**src/rtl/core/dxt1bd_pkg.sv**
```systemverilog
// Shared types and constants of the DXT1 block decoder.
package dxt1bd_pkg;

    // Texels in one 4x4 block and the width of the texel counter.
    localparam int TEXELS    = 16;
    localparam int CNT_W     = $clog2(TEXELS);

    // Channel widths.
    localparam int CH_W      = 8;
    localparam int END_W     = 6;

    // Endpoint expansion: v * 255 / 31 or / 63, done as a multiply by a
    // scaled reciprocal and a right shift (exact over the 5- and 6-bit ranges).
    localparam logic [7:0]  EXP_SCALE   = 8'd255;
    localparam logic [15:0] RECIP_31    = 16'd33826;
    localparam logic [15:0] RECIP_63    = 16'd16645;
    localparam int          EXP_SHIFT   = 20;
    localparam int          EXP_PROD_W  = 30;

    // Division by 3 of sums up to 765: x * 683 >> 11 (exact below 2048).
    localparam logic [9:0]  RECIP_3     = 10'd683;
    localparam int          DIV3_SHIFT  = 11;
    localparam int          DIV3_PROD_W = 20;

    // Palette index that turns transparent in the three-color mode.
    localparam logic [1:0]  IDX_TRANSP  = 2'd3;

    localparam logic [7:0]  ALPHA_OPAQUE = 8'hFF;
    localparam logic [7:0]  ALPHA_CLEAR  = 8'h00;

    // One channel of the four-entry palette.
    typedef logic [3:0][CH_W-1:0] t_pal_ch;

    // Load strobes of the two front stages.
    typedef struct packed {
        logic load_exp;
        logic load_pal;
    } t_stage_en;

    // Emitter status back to the stage control.
    typedef struct packed {
        logic fire;
        logic block_done;
    } t_emit_stat;

endpackage

```
**src/rtl/core/dxt1bd_lane.sv**
```systemverilog
// One color channel lane: endpoint expansion and palette build.
module dxt1bd_lane (
    input  logic                          i_clk,
    input  dxt1bd_pkg::t_stage_en         i_en,
    input  logic                          i_six_bit,
    input  logic [dxt1bd_pkg::END_W-1:0]  i_end0,
    input  logic [dxt1bd_pkg::END_W-1:0]  i_end1,
    input  logic                          i_opaque,
    output dxt1bd_pkg::t_pal_ch           o_pal
);

    logic [13:0]                          w_n0;
    logic [13:0]                          w_n1;
    logic [15:0]                          w_recip;
    logic [dxt1bd_pkg::EXP_PROD_W-1:0]    w_p0;
    logic [dxt1bd_pkg::EXP_PROD_W-1:0]    w_p1;
    logic [dxt1bd_pkg::CH_W-1:0]          r_e0;
    logic [dxt1bd_pkg::CH_W-1:0]          r_e1;
    logic [9:0]                           w_s2;
    logic [9:0]                           w_s3;
    logic [8:0]                           w_sum;
    logic [dxt1bd_pkg::DIV3_PROD_W-1:0]   w_q2;
    logic [dxt1bd_pkg::DIV3_PROD_W-1:0]   w_q3;
    dxt1bd_pkg::t_pal_ch                  n_pal;
    dxt1bd_pkg::t_pal_ch                  r_pal;

    // Expand endpoints to 8 bits.
    assign w_n0    = 14'(i_end0) * 14'(dxt1bd_pkg::EXP_SCALE);
    assign w_n1    = 14'(i_end1) * 14'(dxt1bd_pkg::EXP_SCALE);
    assign w_recip = i_six_bit ? dxt1bd_pkg::RECIP_63 : dxt1bd_pkg::RECIP_31;
    assign w_p0    = dxt1bd_pkg::EXP_PROD_W'(w_n0) * dxt1bd_pkg::EXP_PROD_W'(w_recip);
    assign w_p1    = dxt1bd_pkg::EXP_PROD_W'(w_n1) * dxt1bd_pkg::EXP_PROD_W'(w_recip);

    always_ff @(posedge i_clk) begin
        if (i_en.load_exp) begin
            r_e0 <= w_p0[dxt1bd_pkg::EXP_SHIFT +: dxt1bd_pkg::CH_W];
            r_e1 <= w_p1[dxt1bd_pkg::EXP_SHIFT +: dxt1bd_pkg::CH_W];
        end
    end

    // Interpolated entries.
    assign w_s2  = {1'b0, r_e0, 1'b0} + 10'(r_e1);
    assign w_s3  = 10'(r_e0) + {1'b0, r_e1, 1'b0};
    assign w_sum = 9'(r_e0) + 9'(r_e1);
    assign w_q2  = dxt1bd_pkg::DIV3_PROD_W'(w_s2) * dxt1bd_pkg::DIV3_PROD_W'(dxt1bd_pkg::RECIP_3);
    assign w_q3  = dxt1bd_pkg::DIV3_PROD_W'(w_s3) * dxt1bd_pkg::DIV3_PROD_W'(dxt1bd_pkg::RECIP_3);

    always_comb begin
        n_pal[0] = r_e0;
        n_pal[1] = r_e1;
        if (i_opaque) begin
            n_pal[2] = w_q2[dxt1bd_pkg::DIV3_SHIFT +: dxt1bd_pkg::CH_W];
            n_pal[3] = w_q3[dxt1bd_pkg::DIV3_SHIFT +: dxt1bd_pkg::CH_W];
        end else begin
            n_pal[2] = w_sum[8:1];
            n_pal[3] = '0;
        end
    end

    always_ff @(posedge i_clk) begin
        if (i_en.load_pal) begin
            r_pal <= n_pal;
        end
    end

    assign o_pal = r_pal;

endmodule

```
**src/rtl/core/dxt1bd_emit.sv**
```systemverilog
// Texel emitter: merges the lane palettes per index and drives the result port.
module dxt1bd_emit (
    input  logic                          i_clk,
    input  logic                          i_rst_n,
    input  logic                          i_blk_valid,
    input  logic [31:0]                   i_index_bits,
    input  logic                          i_opaque,
    input  dxt1bd_pkg::t_pal_ch           i_pal_red,
    input  dxt1bd_pkg::t_pal_ch           i_pal_green,
    input  dxt1bd_pkg::t_pal_ch           i_pal_blue,
    input  logic                          i_out_ready,
    output logic                          o_out_valid,
    output logic [7:0]                    o_texel_red,
    output logic [7:0]                    o_texel_green,
    output logic [7:0]                    o_texel_blue,
    output logic [7:0]                    o_texel_alpha,
    output logic [1:0]                    o_texel_column,
    output logic [1:0]                    o_texel_row,
    output logic                          o_last_texel,
    output dxt1bd_pkg::t_emit_stat        o_stat
);

    logic [dxt1bd_pkg::CNT_W-1:0] r_cnt;
    logic                         r_valid;
    logic                         w_fire;
    logic [1:0]                   w_sel;
    logic                         w_transp;
    logic [7:0]                   r_red;
    logic [7:0]                   r_green;
    logic [7:0]                   r_blue;
    logic [7:0]                   r_alpha;
    logic [1:0]                   r_col;
    logic [1:0]                   r_row;
    logic                         r_last;

    // Advance when the output register is empty or being drained.
    assign w_fire   = i_blk_valid && (!r_valid || i_out_ready);
    assign w_sel    = i_index_bits[{r_cnt, 1'b0} +: 2];
    assign w_transp = !i_opaque && (w_sel == dxt1bd_pkg::IDX_TRANSP);

    always_ff @(posedge i_clk) begin
        if (!i_rst_n) begin
            r_cnt   <= '0;
            r_valid <= 1'b0;
        end else begin
            if (w_fire) begin
                r_cnt   <= r_cnt + 1'b1;
                r_valid <= 1'b1;
            end else if (i_out_ready) begin
                r_valid <= 1'b0;
            end
        end
    end

    always_ff @(posedge i_clk) begin
        if (w_fire) begin
            r_red   <= i_pal_red[w_sel];
            r_green <= i_pal_green[w_sel];
            r_blue  <= i_pal_blue[w_sel];
            r_alpha <= w_transp ? dxt1bd_pkg::ALPHA_CLEAR : dxt1bd_pkg::ALPHA_OPAQUE;
            r_col   <= r_cnt[1:0];
            r_row   <= r_cnt[3:2];
            r_last  <= &r_cnt;
        end
    end

    assign o_stat.fire       = w_fire;
    assign o_stat.block_done = w_fire && (&r_cnt);

    assign o_out_valid    = r_valid;
    assign o_texel_red    = r_red;
    assign o_texel_green  = r_green;
    assign o_texel_blue   = r_blue;
    assign o_texel_alpha  = r_alpha;
    assign o_texel_column = r_col;
    assign o_texel_row    = r_row;
    assign o_last_texel   = r_last;

endmodule

```
**src/rtl/core/dxt1_block_decoder_unit.sv**
```systemverilog
// Top level of the DXT1 (BC1) color block decoder.
//
// Accepts one 8-byte DXT1 block per request (two RGB565 endpoints and 32
// index bits) and returns its 16 RGBA texels in row-major order, texel 0
// first, each tagged with its column and row and with last_texel set on the
// sixteenth. Endpoints expand to 8 bits per channel as v*255/31 (red, blue)
// or v*255/63 (green), truncated. When color_zero > color_one the palette is
// c0, c1, (2c0+c1)/3, (c0+2c1)/3, all opaque; otherwise it is c0, c1,
// (c0+c1)/2 and transparent black. Three channel lanes build the palette in
// two registered stages (expand, then interpolate); the emitter merges the
// lane palettes through the 2-bit index of each texel into an output
// register. Throughput is one texel per clock while the result side does not
// stall, set by the one-texel result channel; blocks stream back to back with
// no gap when the result side never stalls. A request passes the expand
// register and the palette register before the emitter's output register
// holds its first texel. The next request is taken while the current block
// is still being emitted, with one block held in each front stage.
module dxt1_block_decoder_unit (
    input  logic        i_clk,
    input  logic        i_rst_n,
    // Request channel
    input  logic        i_in_valid,
    output logic        o_in_ready,
    input  logic [15:0] i_color_zero,
    input  logic [15:0] i_color_one,
    input  logic [31:0] i_index_bits,
    // Texel channel
    output logic        o_out_valid,
    input  logic        i_out_ready,
    output logic [7:0]  o_texel_red,
    output logic [7:0]  o_texel_green,
    output logic [7:0]  o_texel_blue,
    output logic [7:0]  o_texel_alpha,
    output logic [1:0]  o_texel_column,
    output logic [1:0]  o_texel_row,
    output logic        o_last_texel
);

    // Stage control: stage 1 holds expanded endpoints, stage 2 the palette.
    logic                       r_v1;
    logic                       r_v2;
    logic                       r_mode1;
    logic                       r_mode2;
    logic [31:0]                r_idx1;
    logic [31:0]                r_idx2;
    logic                       w_free1;
    logic                       w_free2;
    dxt1bd_pkg::t_stage_en      w_en;
    dxt1bd_pkg::t_emit_stat     w_stat;
    dxt1bd_pkg::t_pal_ch        w_pal_red;
    dxt1bd_pkg::t_pal_ch        w_pal_green;
    dxt1bd_pkg::t_pal_ch        w_pal_blue;

    // Stage 2 frees up when its block hands over its last texel.
    assign w_free2     = !r_v2 || w_stat.block_done;
    assign w_en.load_pal = r_v1 && w_free2;
    assign w_free1     = !r_v1 || w_en.load_pal;
    assign o_in_ready  = w_free1;
    assign w_en.load_exp = i_in_valid && w_free1;

    always_ff @(posedge i_clk) begin
        if (!i_rst_n) begin
            r_v1 <= 1'b0;
            r_v2 <= 1'b0;
        end else begin
            if (w_en.load_exp) begin
                r_v1 <= 1'b1;
            end else if (w_en.load_pal) begin
                r_v1 <= 1'b0;
            end
            if (w_en.load_pal) begin
                r_v2 <= 1'b1;
            end else if (w_stat.block_done) begin
                r_v2 <= 1'b0;
            end
        end
    end

    // Carry the mode and the index bits alongside the lane data.
    always_ff @(posedge i_clk) begin
        if (w_en.load_exp) begin
            r_mode1 <= i_color_zero > i_color_one;
            r_idx1  <= i_index_bits;
        end
        if (w_en.load_pal) begin
            r_mode2 <= r_mode1;
            r_idx2  <= r_idx1;
        end
    end

    dxt1bd_lane u_lane_red (
        .i_clk     (i_clk),
        .i_en      (w_en),
        .i_six_bit (1'b0),
        .i_end0    ({1'b0, i_color_zero[15:11]}),
        .i_end1    ({1'b0, i_color_one[15:11]}),
        .i_opaque  (r_mode1),
        .o_pal     (w_pal_red)
    );

    dxt1bd_lane u_lane_green (
        .i_clk     (i_clk),
        .i_en      (w_en),
        .i_six_bit (1'b1),
        .i_end0    (i_color_zero[10:5]),
        .i_end1    (i_color_one[10:5]),
        .i_opaque  (r_mode1),
        .o_pal     (w_pal_green)
    );

    dxt1bd_lane u_lane_blue (
        .i_clk     (i_clk),
        .i_en      (w_en),
        .i_six_bit (1'b0),
        .i_end0    ({1'b0, i_color_zero[4:0]}),
        .i_end1    ({1'b0, i_color_one[4:0]}),
        .i_opaque  (r_mode1),
        .o_pal     (w_pal_blue)
    );

    // Merge the lane palettes per texel and drive the texel channel.
    dxt1bd_emit u_emit (
        .i_clk          (i_clk),
        .i_rst_n        (i_rst_n),
        .i_blk_valid    (r_v2),
        .i_index_bits   (r_idx2),
        .i_opaque       (r_mode2),
        .i_pal_red      (w_pal_red),
        .i_pal_green    (w_pal_green),
        .i_pal_blue     (w_pal_blue),
        .i_out_ready    (i_out_ready),
        .o_out_valid    (o_out_valid),
        .o_texel_red    (o_texel_red),
        .o_texel_green  (o_texel_green),
        .o_texel_blue   (o_texel_blue),
        .o_texel_alpha  (o_texel_alpha),
        .o_texel_column (o_texel_column),
        .o_texel_row    (o_texel_row),
        .o_last_texel   (o_last_texel),
        .o_stat         (w_stat)
    );

endmodule

```
**config.mk**
```make
export PLATFORM = sky130hd
export DESIGN_NAME = dxt1_block_decoder_unit
export DESIGN_NICKNAME = d
export VERILOG_FILES = /design/src/rtl/core/dxt1bd_pkg.sv /design/src/rtl/core/dxt1bd_lane.sv /design/src/rtl/core/dxt1bd_emit.sv /design/src/rtl/core/dxt1_block_decoder_unit.sv
export SDC_FILE = /design/constraint.sdc
export NUM_CORES = 1
export LEC_CHECK = 0
export CAP_MARGIN = 10
export CELL_PAD_IN_SITES_DETAIL_PLACEMENT = 0
export CELL_PAD_IN_SITES_GLOBAL_PLACEMENT = 1
export CORE_ASPECT_RATIO = 1.5
export CORE_MARGIN = 4
export CORE_UTILIZATION = 30
export CTS_CLUSTER_DIAMETER = 50
export DETAILED_ROUTE_END_ITERATION = 10
export DONT_BUFFER_PORTS = 1
export GPL_ROUTABILITY_DRIVEN = 0
export PLACE_DENSITY = 0.54
export SETUP_SLACK_MARGIN = 0.3
export SYNTH_ARGS = -nofsm -noshare
export SYNTH_HDL_FRONTEND = slang
export SYNTH_HIERARCHICAL = 1
export SYNTH_SLANG_ARGS = --single-unit
```
**constraint.sdc**
```tcl
create_clock -name i_clk -period 23.3 [get_ports i_clk]
set_input_delay 1.165 -clock i_clk [delete_from_list [all_inputs] [get_ports i_clk]]
set_output_delay 1.165 -clock i_clk [all_outputs]
set_load 0.01 [all_outputs]
```
==> flow_metrics.py <==
metrics = {
    "sta": {
        "setup_viol": 0,
        "hold_ws_ns": 0.4189,
        "slew_headroom_pct": 24.50,
        "rsz0062_at_grt": "no",
        "period_share_pct": 39.93,
        "max_freq_mhz": 107.5,
        "maxSlewViolCount": 0,
        "hold_viol_final": 0,
        "skew_ns": 0.01481,
        "finalCriticalPeriod_ns": 9.303,
        "worst_pin_slew_ns": 1.133,
        "setup_tns_ns": 0,
    },
    "cts": {
        "cts_max_level": 2,
        "cts_buffer_depth": 3,
        "postCtsResizedCells": 0,
        "clockRootBuffer": "clkbuf_16",
        "postCtsSetupBuffers": 0,
        "clock_sinks": 247,
        "clkTransAtPathRegs_ns": 0.05,
        "cts_buffers": 36,
        "clkLatencyLatePin_ns": 0.56,
        "hold_buffers": 0,
        "cts_tree": "done",
    },
    "setup_path": {
        "crit_family": "adder cells",
        "required_ns": 23.61,
        "path_class": "input pin to flop",
        "slowest_delay_ns": 0.69,
        "worst-path-buf-inv": 4,
        "start_kind": "input pin",
        "slowest_stage": "a2111oi_0",
        "crit_path_max_fanout": 5,
        "crit_arrival_ns": 9.62,
        "rrSetupSlack_ns": 16.08,
        "cp-end-kind": "flop",
        "cp_common_cell": "fa_1",
    },
    "die": {
        "ioPinCount": 107,
        "die_h_um": 495.4,
        "start_util_pct": 30.21,
        "core_sq_um": 157200,
        "num_rows": 178,
        "die_x_um": 332.9,
        "dieArea_sq_um": 164900,
    },
    "global_route": {
        "grt_pass1_wl_um": 181800,
        "antenna_found_initial": 3,
        "grt_pass1_vias": 34430,
        "grt_max_degree": 76,
        "grt_overflow": 0,
        "track_usage_pct": 13.66,
    },
    "synthesis": {
        "synth_area_per_cell_sq_um": 9.906,
        "yosys_warnings": 6,
        "syn_inst": 4796,
        "netlist_area_sq_um": 47510,
    },
    "final_layout": {
        "regArea_sq_um": 7347,
        "multiInputGateArea_sq_um": 36270,
        "area_delta_synth_final_pct": 8.183,
        "final_area_sq_um": 51390,
        "fin_nets": 6633,
        "final_cells": 6967,
        "drive_gt1_share_pct": 2.859,
        "fill_cells": 16520,
    },
    "min_path": {
        "hold_class": "flop to flop",
    },
    "drt": {
        "vias": 31690,
        "first_iter_violations": 1065,
        "ant_nets": 0,
        "wire_per_inst_um": 16.04,
        "drt-total-wl_um": 111800,
        "viasPerCell": 4.549,
        "dr.pass1.iters": 6,
        "drc": 0,
    },
    "run_status": {
        "status": "finished, final reports clean",
    },
    "place": {
        "dpl.cell_count": 6900,
        "portBuffers": 0,
        "place_hpwl_um": 98180,
        "placed_area_sq_um": 50190,
    },
    "run": {
        "cap_violations": 0,
    },
}
==> layout by cell type (no fill, tap or decap), types with 22 or more instances in the layout <==
cell type     n
a211oi_1     23
a21o_1       82
a21oi_1     184
a31oi_1      38
a32oi_1      24
and2_1      112
clkbuf_16    36
conb_1      127
edfxtp_1    240
fa_1        501
ha_1       1196
inv_1      1044
nand2_1     221
nand2b_1     30
nand3_1     115
nand4_1      22
nor2_1      148
nor2b_1      29
nor3_1       48
o21a_1       29
o21ai_0      83
o21bai_1     31
or2_2        24
xnor2_1     154
xor2_1       83
==> registers in the layout (all words and copies together), names as in the netlist, 32 cells and up <==
signal	flops
r_idx1	32
r_idx2	32
u_lane_blue/o_pal	32
u_lane_green/o_pal	32
u_lane_red/o_pal	32
==> metal layers <==
layer	global-route usage [%]	vias up	wire [um]
met5	0	-	0
met4	2.311	0	1730
met3	0.9185	83	1758
met2	26.76	242	60550
met1	16.45	15340	47720
li1	-	16020	-
==> through the flow <==
| step | utilization (%) | setup slack, ns |
|---|---|---|
| 6_report | 32.69 | 14.00 |
| 5_1_grt | 32.68 | 13.60 |
| 4_1_cts | 32.68 | 14.01 |
| 3_5_place_dp | 31.92 | 13.39 |
| 3_3_place_gp | 31.92 | 13.42 |
| 2_1_floorplan | - | 14.05 |
==> worst paths after layout <==
check | startpoint | end | cells past startpoint
setup / recovery | i_color_one[11] | u_lane_red/r_e1[7] | 29
setup reg to reg | u_lane_red/r_e0[1] | u_lane_red/o_pal[31] | 23
hold / removal | r_idx1[26] | r_idx2[26] | 0
hold reg to reg | r_idx1[26] | r_idx2[26] | 0
==> cell type report <==
type,count,share of cell area [%]
antenna,1,0.004869
clock buffer,39,1.775
clock inverter,27,0.5648
inverter,1045,7.632
multi-input combinational,3530,70.57
sequential,247,14.30
tap,2070,5.039
timing repair buffer,8,0.1169
Power is left out: the tool's default activity adds up to more than one toggle a clock period on the data nets, which glitch-free logic cannot reach.
